==> src/rtl/base64_encoder_line_wrap_core_defines.svh <==
// Assertion helpers used by the encoder's back end (b64lw_back).
// Each helper expects the including module to have clk and rst.
`ifndef BASE64_ENCODER_LINE_WRAP_CORE_DEFINES_SVH
`define BASE64_ENCODER_LINE_WRAP_CORE_DEFINES_SVH

// Same-cycle property, checked outside reset
`define B64LW_ASSERT(label, prop, msg) \
  label: assert property (@(posedge clk) disable iff (rst) (prop)) else $error(msg);

// Condition this cycle implies a result on the next cycle
`define B64LW_ASSERT_NEXT(label, ante, cons, msg) \
  label: assert property (@(posedge clk) disable iff (rst) (ante) |=> (cons)) else $error(msg);

`endif

==> src/rtl/b64lw_pkg.sv <==
package b64lw_pkg;

  // Line length in characters when wrapping is on
  localparam int LINE_CHARS = 76;
  localparam int COL_W      = 7;

  // Queue depths (powers of two, pointers wrap naturally)
  localparam int REQ_DEPTH  = 2;
  localparam int REQ_PTR_W  = $clog2(REQ_DEPTH);
  localparam int REQ_CNT_W  = $clog2(REQ_DEPTH + 1);
  localparam int OUT_DEPTH  = 2;
  localparam int OUT_PTR_W  = $clog2(OUT_DEPTH);
  localparam int OUT_CNT_W  = $clog2(OUT_DEPTH + 1);

  // Most characters one byte can produce, pads included
  localparam int MAX_CHARS  = 4;
  localparam int CIDX_W     = $clog2(MAX_CHARS);

  localparam logic [7:0] CHAR_PAD = 8'h3D;
  localparam logic [7:0] CHAR_LF  = 8'h0A;

  // Position inside the current 3-byte group
  typedef enum logic [1:0] {
    GRP_FIRST  = 2'd0,
    GRP_SECOND = 2'd1,
    GRP_THIRD  = 2'd2
  } grp_pos_t;

  typedef struct packed {
    logic [7:0] data_byte;
    logic       final_byte;
  } byte_item_t;

  typedef struct packed {
    logic [7:0] out_char;
    logic       last_of_run;
    logic       end_of_text;
  } char_item_t;

  // One request from front to back: the characters a byte produces
  typedef struct packed {
    logic [MAX_CHARS-1:0][7:0] chars;
    logic [CIDX_W-1:0]         last_idx;
    logic                      fin;
  } req_t;

  // Standard base64 alphabet
  function automatic logic [7:0] b64_char(input logic [5:0] code);
    logic [7:0] c8;
    c8 = {2'b00, code};
    if (code < 6'd26)      return 8'h41 + c8;
    else if (code < 6'd52) return 8'h61 + c8 - 8'd26;
    else if (code < 6'd62) return 8'h30 + c8 - 8'd52;
    else if (code == 6'd62) return 8'h2B;
    else                   return 8'h2F;
  endfunction

endpackage

==> src/rtl/b64lw_front.sv <==
module b64lw_front (
  input  logic                  clk,
  input  logic                  rst,
  input  logic                  push,
  input  b64lw_pkg::byte_item_t byte_item,
  input  logic                  req_full,
  output logic                  req_push,
  output b64lw_pkg::req_t       req
);
  import b64lw_pkg::*;

  grp_pos_t   group_position, group_position_next;
  logic [3:0] held_bits, held_bits_next;
  logic [7:0] b;
  logic       fin;
  logic       accept;

  assign b        = byte_item.data_byte;
  assign fin      = byte_item.final_byte;
  assign accept   = push && !req_full;
  assign req_push = accept;

  // group state
  always_ff @(posedge clk) begin
    if (rst) begin
      group_position <= GRP_FIRST;
      held_bits      <= 4'd0;
    end else if (accept) begin
      group_position <= group_position_next;
      held_bits      <= held_bits_next;
    end
  end

  // classify the byte and build its characters
  always_comb begin
    req                 = '0;
    req.fin             = fin;
    group_position_next = group_position;
    held_bits_next      = held_bits;
    case (group_position)
      GRP_SECOND: begin
        req.chars[0]        = b64_char({held_bits[1:0], b[7:4]});
        held_bits_next      = b[3:0];
        group_position_next = GRP_THIRD;
        if (fin) begin
          req.chars[1] = b64_char({b[3:0], 2'b00});
          req.chars[2] = CHAR_PAD;
          req.last_idx = CIDX_W'(2);
        end
      end
      GRP_THIRD: begin
        req.chars[0]        = b64_char({held_bits, b[7:6]});
        req.chars[1]        = b64_char(b[5:0]);
        req.last_idx        = CIDX_W'(1);
        held_bits_next      = 4'd0;
        group_position_next = GRP_FIRST;
      end
      default: begin
        req.chars[0]        = b64_char(b[7:2]);
        held_bits_next      = {2'b00, b[1:0]};
        group_position_next = GRP_SECOND;
        if (fin) begin
          req.chars[1] = b64_char({b[1:0], 4'b0000});
          req.chars[2] = CHAR_PAD;
          req.chars[3] = CHAR_PAD;
          req.last_idx = CIDX_W'(3);
        end
      end
    endcase
    // message end restarts the group
    if (fin) begin
      group_position_next = GRP_FIRST;
      held_bits_next      = 4'd0;
    end
  end

endmodule

==> src/rtl/b64lw_req_queue.sv <==
module b64lw_req_queue (
  input  logic            clk,
  input  logic            rst,
  input  logic            wr_en,
  input  b64lw_pkg::req_t wr_req,
  output logic            full,
  input  logic            rd_en,
  output logic            valid,
  output b64lw_pkg::req_t rd_req
);
  import b64lw_pkg::*;

  req_t                 slots [REQ_DEPTH];
  logic [REQ_PTR_W-1:0] wr_ptr, rd_ptr;
  logic [REQ_CNT_W-1:0] count;
  logic                 do_wr, do_rd;

  assign full   = (count == REQ_CNT_W'(REQ_DEPTH));
  assign valid  = (count != '0);
  assign rd_req = slots[rd_ptr];
  assign do_wr  = wr_en && !full;
  assign do_rd  = rd_en && valid;

  // payload slots
  always_ff @(posedge clk) begin
    if (do_wr) slots[wr_ptr] <= wr_req;
  end

  // pointers and occupancy
  always_ff @(posedge clk) begin
    if (rst) begin
      wr_ptr <= '0;
      rd_ptr <= '0;
      count  <= '0;
    end else begin
      if (do_wr) wr_ptr <= wr_ptr + REQ_PTR_W'(1);
      if (do_rd) rd_ptr <= rd_ptr + REQ_PTR_W'(1);
      case ({do_wr, do_rd})
        2'b10:   count <= count + REQ_CNT_W'(1);
        2'b01:   count <= count - REQ_CNT_W'(1);
        default: count <= count;
      endcase
    end
  end

endmodule

==> src/rtl/b64lw_back.sv <==
`include "base64_encoder_line_wrap_core_defines.svh"

module b64lw_back (
  input  logic                  clk,
  input  logic                  rst,
  input  logic                  cfg_we,
  input  logic                  cfg_wdata,
  input  logic                  req_valid,
  input  b64lw_pkg::req_t       req,
  output logic                  req_pop,
  output logic                  empty,
  input  logic                  pop,
  output b64lw_pkg::char_item_t char_item
);
  import b64lw_pkg::*;

  logic                 wrap_lines;
  logic [CIDX_W-1:0]    char_idx, char_idx_next;
  logic                 lf_pending, lf_pending_next;
  logic                 lf_is_last, lf_is_last_next;
  logic [COL_W-1:0]     line_column, line_column_next;
  logic [COL_W-1:0]     col_inc;
  logic                 is_last_char;
  logic                 emit;
  char_item_t           item;

  char_item_t           slots [OUT_DEPTH];
  logic [OUT_PTR_W-1:0] wr_ptr, rd_ptr;
  logic [OUT_CNT_W-1:0] out_count;
  logic                 out_full, do_rd;

  // configuration register
  always_ff @(posedge clk) begin
    if (rst) wrap_lines <= 1'b0;
    else if (cfg_we) wrap_lines <= cfg_wdata;
  end

  assign out_full     = (out_count == OUT_CNT_W'(OUT_DEPTH));
  assign emit         = req_valid && !out_full;
  assign col_inc      = line_column + COL_W'(1);
  assign is_last_char = (char_idx == req.last_idx);

  // one character or line feed per cycle while a request waits and the result queue has room
  always_comb begin
    item             = '0;
    char_idx_next    = char_idx;
    lf_pending_next  = lf_pending;
    lf_is_last_next  = lf_is_last;
    line_column_next = line_column;
    if (lf_pending) begin
      item.out_char    = CHAR_LF;
      item.last_of_run = lf_is_last;
      lf_pending_next  = 1'b0;
    end else begin
      item.out_char = req.chars[char_idx];
      char_idx_next = is_last_char ? '0 : char_idx + CIDX_W'(1);
      if (wrap_lines) begin
        line_column_next = col_inc;
        if (col_inc >= COL_W'(LINE_CHARS)) begin
          line_column_next = '0;
          lf_pending_next  = 1'b1;
          lf_is_last_next  = is_last_char;
        end
      end
      item.last_of_run = is_last_char && !lf_pending_next;
    end
    item.end_of_text = item.last_of_run && req.fin;
    // message end restarts the line
    if (item.end_of_text) line_column_next = '0;
  end

  assign req_pop = emit && item.last_of_run;

  // sequencer state
  always_ff @(posedge clk) begin
    if (rst) begin
      char_idx    <= '0;
      lf_pending  <= 1'b0;
      lf_is_last  <= 1'b0;
      line_column <= '0;
    end else if (emit) begin
      char_idx    <= char_idx_next;
      lf_pending  <= lf_pending_next;
      lf_is_last  <= lf_is_last_next;
      line_column <= line_column_next;
    end
  end

  // result queue: output register plus skid slot
  assign empty     = (out_count == '0);
  assign char_item = slots[rd_ptr];
  assign do_rd     = pop && !empty;

  always_ff @(posedge clk) begin
    if (emit) slots[wr_ptr] <= item;
  end

  always_ff @(posedge clk) begin
    if (rst) begin
      wr_ptr    <= '0;
      rd_ptr    <= '0;
      out_count <= '0;
    end else begin
      if (emit)  wr_ptr <= wr_ptr + OUT_PTR_W'(1);
      if (do_rd) rd_ptr <= rd_ptr + OUT_PTR_W'(1);
      case ({emit, do_rd})
        2'b10:   out_count <= out_count + OUT_CNT_W'(1);
        2'b01:   out_count <= out_count - OUT_CNT_W'(1);
        default: out_count <= out_count;
      endcase
    end
  end

  // checks
  `B64LW_ASSERT(a_col_in_range, line_column < COL_W'(LINE_CHARS), "line column past line end")
  `B64LW_ASSERT(a_occ_bound, out_count <= OUT_CNT_W'(OUT_DEPTH), "result queue overfilled")
  `B64LW_ASSERT_NEXT(a_eot_col, emit && item.end_of_text, line_column == '0, "column not cleared at end")
  `B64LW_ASSERT_NEXT(a_lf_follows, emit && !lf_pending && lf_pending_next, lf_pending && char_idx == char_idx_next && req_valid, "line feed request lost")

endmodule

==> src/rtl/base64_encoder_line_wrap_core.sv <==
// Streaming base64 encoder with optional line wrapping.
// Input channel: push/full carries byte_item (data_byte, final_byte); a byte is
// taken at a clock edge with push high and full low. Result channel: empty/pop
// carries char_item (out_char, last_of_run, end_of_text); the oldest character
// sits on char_item while empty is low and leaves on an edge with pop high.
// cfg_we/cfg_wdata write wrap_lines; write it only while no message is moving.
// With wrap_lines set, a line feed follows every 76th character.
// Each byte yields one or two characters; a final byte yields up to four with
// its pads, and up to five results when a line feed falls in. The back end
// issues one result per cycle while a request waits and the result queue has
// room, and it starts on the next request only after the last result of the
// current one.
// The first character of a byte passes through the request queue and then the
// result queue before it can be popped.
// A two-entry request queue parts front from back and a two-entry result queue
// parts back from the receiver: a stalled pop fills the result queue, then the
// request queue, and only then raises full.
// Synchronous reset clears group, column, queues and wrap_lines; empty is high.
module base64_encoder_line_wrap_core (
  input  logic                  clk,
  input  logic                  rst,
  input  logic                  push,
  output logic                  full,
  input  b64lw_pkg::byte_item_t byte_item,
  output logic                  empty,
  input  logic                  pop,
  output b64lw_pkg::char_item_t char_item,
  input  logic                  cfg_we,
  input  logic                  cfg_wdata
);
  import b64lw_pkg::*;

  logic req_push, req_valid, req_pop;
  req_t req_in, req_out;

  b64lw_front u_front (
    .clk       (clk),
    .rst       (rst),
    .push      (push),
    .byte_item (byte_item),
    .req_full  (full),
    .req_push  (req_push),
    .req       (req_in)
  );

  b64lw_req_queue u_req_queue (
    .clk    (clk),
    .rst    (rst),
    .wr_en  (req_push),
    .wr_req (req_in),
    .full   (full),
    .rd_en  (req_pop),
    .valid  (req_valid),
    .rd_req (req_out)
  );

  b64lw_back u_back (
    .clk       (clk),
    .rst       (rst),
    .cfg_we    (cfg_we),
    .cfg_wdata (cfg_wdata),
    .req_valid (req_valid),
    .req       (req_out),
    .req_pop   (req_pop),
    .empty     (empty),
    .pop       (pop),
    .char_item (char_item)
  );

endmodule
==> config.mk <==
export PLATFORM = sky130hd
export DESIGN_NAME = base64_encoder_line_wrap_core
export DESIGN_NICKNAME = d
export VERILOG_FILES = /design/src/rtl/b64lw_pkg.sv /design/src/rtl/b64lw_front.sv /design/src/rtl/b64lw_req_queue.sv /design/src/rtl/b64lw_back.sv /design/src/rtl/base64_encoder_line_wrap_core.sv
export VERILOG_INCLUDE_DIRS = /design/src /design/src/rtl
export SDC_FILE = /design/constraint.sdc
export NUM_CORES = 1
export LEC_CHECK = 0
export ABC_AREA = 0
export BUFFER_PORTS_ARGS = -buffer_cell sky130_fd_sc_hd__buf_2
export CORE_MARGIN = 2
export CORE_UTILIZATION = 45
export DETAILED_ROUTE_END_ITERATION = 8
export HOLD_SLACK_MARGIN = 0.03
export PLACE_DENSITY = 0.61
export SYNTH_ARGS = -nofsm -noshare
export SYNTH_HDL_FRONTEND = slang
export SYNTH_SLANG_ARGS = --single-unit
==> constraint.sdc <==
create_clock -name clk -period 2.3 [get_ports clk]
set_input_delay 0.23 -clock clk [delete_from_list [all_inputs] [get_ports clk]]
set_output_delay 0.23 -clock clk [all_outputs]
set_load 0.005 [all_outputs]
==> results of run 1 <==
[worst max-delay path, stage by stage, from the launching register on]
cell	delay, ns
dfxtp_4	0.38
ha_4	0.16
inv_4	0.04
a311oi_4	0.28
o311ai_4	0.15
a31o_4	0.28
a21oi_4	0.20
ha_4	0.23
or3_4	0.37
a21oi_2	0.12
[layout make-up]
| class | instances | area (sq um) | area share [%] |
|---|---|---|---|
| Inverter | 30 | 115 | 1.59 |
| Clock buffer | 10 | 229 | 3.16 |
| Sequential cell | 88 | 2380 | 32.9 |
| Multi-Input combinational cell | 461 | 3280 | 45.3 |
| Tap cell | 172 | 215 | 2.97 |
| Clock inverter | 6 | 140 | 1.93 |
| Timing Repair Buffer | 124 | 886 | 12.2 |
[cells in the final DEF, fill, tap and decap left out, drive strengths merged, types with 11 or more instances in the layout]
cell	synthesis	layout
nand3	19	19
nand2b	11	11
edfxtp	60	60
xnor2	22	22
o21ai	28	28
ha	30	30
mux2i	13	13
inv	30	31
nor2	53	53
nor3	16	16
buf	10	124
mux2	12	12
a21oi	61	61
a211oi	13	13
nor2b	11	11
nand2	54	54
dfxtp	28	28
[state kept, by name, summed over array words and instances (netlist names), 2 cells and up, named ones only]
name                    cells
u_req_queue.slots          40
u_front.group_position      2
u_back.line_column          7
u_back.char_idx             2
u_req_queue.count           2
u_front.held_bits           4
u_back.out_count            2
u_back.slots               20
[repair_timing]
| action | CTS | global route |
|---|---|---|
| buffers inserted | 0 | 7 |
| pin swaps | 3 | 12 |
| endpoints found under the setup margin | 10 | 15 |
| gates cloned | 0 | 0 |
| resized for setup | 6 | 28 |
[metal layers]
metal / track usage (%) / wire length, um
met3: 2.68 / 497
met1: 27.2 / 6540
met5: 0 / 0
met2: 38.3 / 7630
met4: 6.85 / 171
[cell families (layout without fill, tap and decap cells)]
logic type | after synthesis | count (layout) | share of synthesized area [%]
flip-flops | 88 | 88 | 40.8
adder cells (fa/ha/maj) | 30 | 30 | 6.48
AO/OA/AOI/OAI | 174 | 174 | 20.0
XOR/XNOR | 30 | 30 | 4.54
multiplexers | 33 | 33 | 7.69
buffers and inverters | 68 | 170 | 4.60
AND/OR/NAND/NOR | 194 | 194 | 15.9
[power by group through the flow]
stage	combinational [mW]	sequential [mW]	clock (mW)
finish	2.19	2.35	1.77
global route	2.42	2.39	1.86
CTS	2.16	2.34	1.79
detailed placement	2.12	2.36	0
global placement	2.08	2.34	0
floorplan	1.42	2.29	0
[worst paths after layout]
| check | from | endpoint | slack, ns | depth (start not counted) |
|---|---|---|---|---|
| worst max-delay path | u_back.line_column[1] | u_req_queue.count[1] | 0.02 | 9 |
| worst min-delay path | cfg_wdata | u_back.wrap_lines | 0.15 | 3 |
| worst max register to register | u_back.line_column[1] | u_req_queue.count[1] | 0.02 | 9 |
| worst min register to register | u_back.lf_is_last | u_back.lf_is_last | 0.49 | 2 |
==> flow_summary.ini, run 1 <==
[route]
ant_nets = 0
drtIter0Drc = 336
wire_per_inst_um = 16.6
viasPerCell = 5.65
drt-total-wl_um = 14800
drc = 0
num_vias = 5037
dr.pass1.iters = 5

[power_and_ir_drop]
p_leak_nw = 2.79
power_frac_seq_pct = 37.1
p_clk_share_pct = 28.1
p_sw_share_pct = 30.3
power_density_nw_per_um2 = 871
internal-power_mw = 4.40
p_switching_mw = 1.91
ir_drop_mv = 0.421
finalPower_mw = 6.31
pwr-share-comb_pct = 34.7

[place]
dp_slack_ns = -0.0904
finalWeightedCongestion = 0.898
place_area_sq_um = 6700
place_inst = 868
hpwlAfterDp_um = 11000
port_buffers = 26

[status]
run_status = completed

[synth]
ys_seq_area_share_pct = 40.8
netlist_area_sq_um = 5790
synth_seq_cells = 88
synth_top_area_share_pct = 31.1
synth_commonest_cells = edfxtp_1 (60), a21oi_1 (59), nand2_1 (54)
synthTopCellsByArea = edfxtp_1 (31%), dfxtp_1 (9.7%), ha_1 (6.5%), a21oi_1 (5.1%), nand2_1 (3.5%)
syn_inst = 617
synth_top_area_cell = edfxtp_1
yosys_warnings = 0
syn_nets = 662
ys.flop_type = edfxtp_1
yosysMostFrequentCell = edfxtp_1
avgSynthCellArea_sq_um = 9.38
postSynth.asyncResetShare_pct = 0
yosysUniqueCellTypes = 68
synth_edf_count = 60

[sta]
hold_viol = 0
rsz0062_at_grt = true
timing.final.ws_setup_ns = 0.0242
tns_ns = 0
fmax_ghz = 0.439
period_needed_ns = 2.28
tightest_slew_ns = 0.567
finalClockSkew_ns = 0.00811
fin_crit_sh_pct = 98.9
holdWs_ns = 0.145
slew_viol_final = 0
setup_viol = 0
slew_headroom_pct = 62.2

[cells_and_area]
areaGrowthSynthToFinish_pct = 25.3
final.fill_count = 1111
diodes = 0
stdcell_count = 891
nNetsFinal = 759
final_util_pct = 57.7
layout-drive-gt1-share_pct = 26.6
finalInstanceArea_sq_um = 7250

[grt]
grtUsageTotal_pct = 21.5
grt-ovfl-total = 0
first_global_vias = 4991
grt_max_degree = 30
grt_pass1_wl_um = 24400
antenna_found_initial = 0

[clock_tree]
cts_sinks = 88
cts-root-buf = clkbuf_16
clkTransAtPathRegs_ns = 0.06
cts_tree = built
clock_latency_ns = 0.34
numCtsBuffers = 9
h-tree-depth = 3
cts_hold_buf = 0
cts_max_path_buffers = 2

[critical_path]
cp_max_fo = 4
worstPathRequired_ns = 2.57
startpoint_type = flop
critPathArrivalTime_ns = 2.54
cp-end-kind = flop
worstSetupPathType = flop to flop

[min_path]
hp-class = input pin to flop

[floorplanning]
die_x_um = 117
ios = 27
dieArea_sq_um = 13800
core_area_sq_um = 12600
die_h_um = 117
initial_utilization_pct = 46.1
num_rows = 41

[flow_run]
max-cap-violations = 0
Note: power is estimated with default switching activity, not from simulation.
==> inputs of run 2 (changes only) <==
==> constraint.sdc (replaced) <==
create_clock -name clk -period 2.3 [get_ports clk]
set_input_delay 0.345 -clock clk [delete_from_list [all_inputs] [get_ports clk]]
set_output_delay 0.345 -clock clk [all_outputs]
set_load 0.005 [all_outputs]
==> run 2 against run 1 <==
Net effect: combinational power rose by 2%; routed wire length grew 1.8%; core utilization shrank 0.42 points; cell count increased by 0.67%; register-to-register slack barely moved; maximum frequency decreased by 0.52%; global-route usage rose by 0.69 points; clock power is 12% lower; highest routed layer unchanged.
==> flow_summary.ini, run 2 (same netlist as run 1, synthesis figures left out) <==
[critical_path]
worstSetupPathType = flop to flop
critPathArrivalTime_ns = 2.56
cp-end-kind = flop
reg2reg_slack_ns = 0.01
worstPathRequired_ns = 2.57
cp_max_fo = 6
startpoint_type = flop

[grt]
grt_pass1_wl_um = 24900
grtUsageTotal_pct = 22.2
grt-ovfl-total = 0
grt_max_degree = 30
first_global_vias = 4968
antenna_found_initial = 0

[route]
dr.pass1.iters = 5
drc = 0
wire_per_inst_um = 16.8
drt-total-wl_um = 15100
drtIter0Drc = 467
ant_nets = 0
viasPerCell = 5.67
num_vias = 5084

[flow_run]
max-cap-violations = 0

[floorplanning]
ios = 27
core_area_sq_um = 12600
initial_utilization_pct = 46.1
num_rows = 41
dieArea_sq_um = 13800
die_h_um = 117
die_x_um = 117

[sta]
fmax_ghz = 0.437
tightest_slew_ns = 0.567
finalClockSkew_ns = 0.00805
hold_viol = 0
timing.final.ws_setup_ns = 0.0123
rsz0062_at_grt = true
period_needed_ns = 2.29
slew_viol_final = 0
setup_viol = 0
slew_headroom_pct = 62.2
fin_crit_sh_pct = 99.5

[cells_and_area]
largest-register = u_req_queue.slots
reg_top3 = u_req_queue.slots x40, u_back.slots x20, u_back.line_column x7
nNetsFinal = 765
final_util_pct = 57.3
layout-drive-gt1-share_pct = 26.5
largest_reg_flops = 40
diodes = 0
areaGrowthSynthToFinish_pct = 24.4
final_common_cell = buf_4
mostFrequentLayoutCells = buf_4 (103), edfxtp_1 (60), a21oi_1 (56), nand2_1 (54), nor2_1 (53)

[status]
run_status = completed

[clock_tree]
cts-root-buf = clkbuf_16
cts_max_path_buffers = 2
cts_sinks = 88
cts_tree = built
clkTransAtPathRegs_ns = 0.06
numCtsBuffers = 9
clock_latency_ns = 0.34
h-tree-depth = 3

[place]
hpwlAfterDp_um = 11400
port_buffers = 26
finalWeightedCongestion = 0.917
dp_slack_ns = -0.149

[power_and_ir_drop]
p_leak_nw = 2.80
ir_drop_mv = 0.360
power_density_nw_per_um2 = 853

[min_path]
hp-class = input pin to flop
-- run 2: worst paths after layout --
path	to	cells after the start	from
worst min register to register	u_back.lf_is_last	2	u_back.lf_is_last
worst max register to register	u_req_queue.count[1]	9	u_back.line_column[0]
worst min-delay path	u_back.wrap_lines	3	cfg_wdata
worst max-delay path	u_req_queue.count[1]	9	u_back.line_column[0]
-- run 2: routing by layer --
| metal | part of all wire, % | vias up | GRT usage, % |
|---|---|---|---|
| met1 | 43 | 2410 | 28.5 |
| met2 | 49 | 167 | 37.8 |
| li1 | - | 2474 | - |
| met3 | 5.3 | 33 | 3.99 |
| met5 | 0 | - | 0 |
| met4 | 2.6 | 0 | 7.68 |
-- run 2: power breakdown --
| group | total, mW | leakage, nW | internal [mW] | switching [mW] |
|---|---|---|---|---|
| clock network | 1.55 | 0.156 | 0.952 | 0.602 |
| logic | 2.24 | 1.85 | 1.07 | 1.16 |
| registers | 2.35 | 0.796 | 2.17 | 0.176 |
| total | 6.14 | 2.80 | 4.20 | 1.94 |
-- run 2: worst max-delay path, stage by stage, from the launching register on --
cell and delay (ns):
dfxtp_4 0.38, ha_4 0.16, inv_4 0.05, a311oi_4 0.30, o311ai_4 0.14, a31o_4 0.26, a21oi_4 0.20, ha_4 0.23
or3_4 0.37, a21oi_2 0.13
-- run 2: stage by stage --
stage / cells / setup TNS [ns] / hold slack (ns) / total power [mW] / cell area (sq um)
after floorplan: 617 / 0 / 0.444 / 3.71 / 5820
after global placement: 875 / -0.219 / 0.458 / 4.45 / 6740
after detailed placement: 875 / -0.852 / 0.468 / 4.52 / 6740
after CTS: 891 / 0 / 0.232 / 6.10 / 7090
after global routing: 897 / -0.0510 / 0.254 / 6.51 / 7200
final: 897 / 0 / 0.238 / 6.14 / 7200
-- run 2: final cells by class --
| type | count | area, sq um |
|---|---|---|
| clock buffer | 9 | 225 |
| clock inverter | 7 | 95.1 |
| fill | 1136 | 5370 |
| inverter | 30 | 115 |
| multi-input combinational | 461 | 3250 |
| sequential | 88 | 2380 |
| tap | 172 | 215 |
| timing repair buffer | 130 | 915 |
-- run 2: repair_timing --
action                     CTS  global route
setup endpoints to repair    4            16
pin swaps                    2             8
resized for setup            7            17
setup buffers                0             6
hold buffers                 0             0
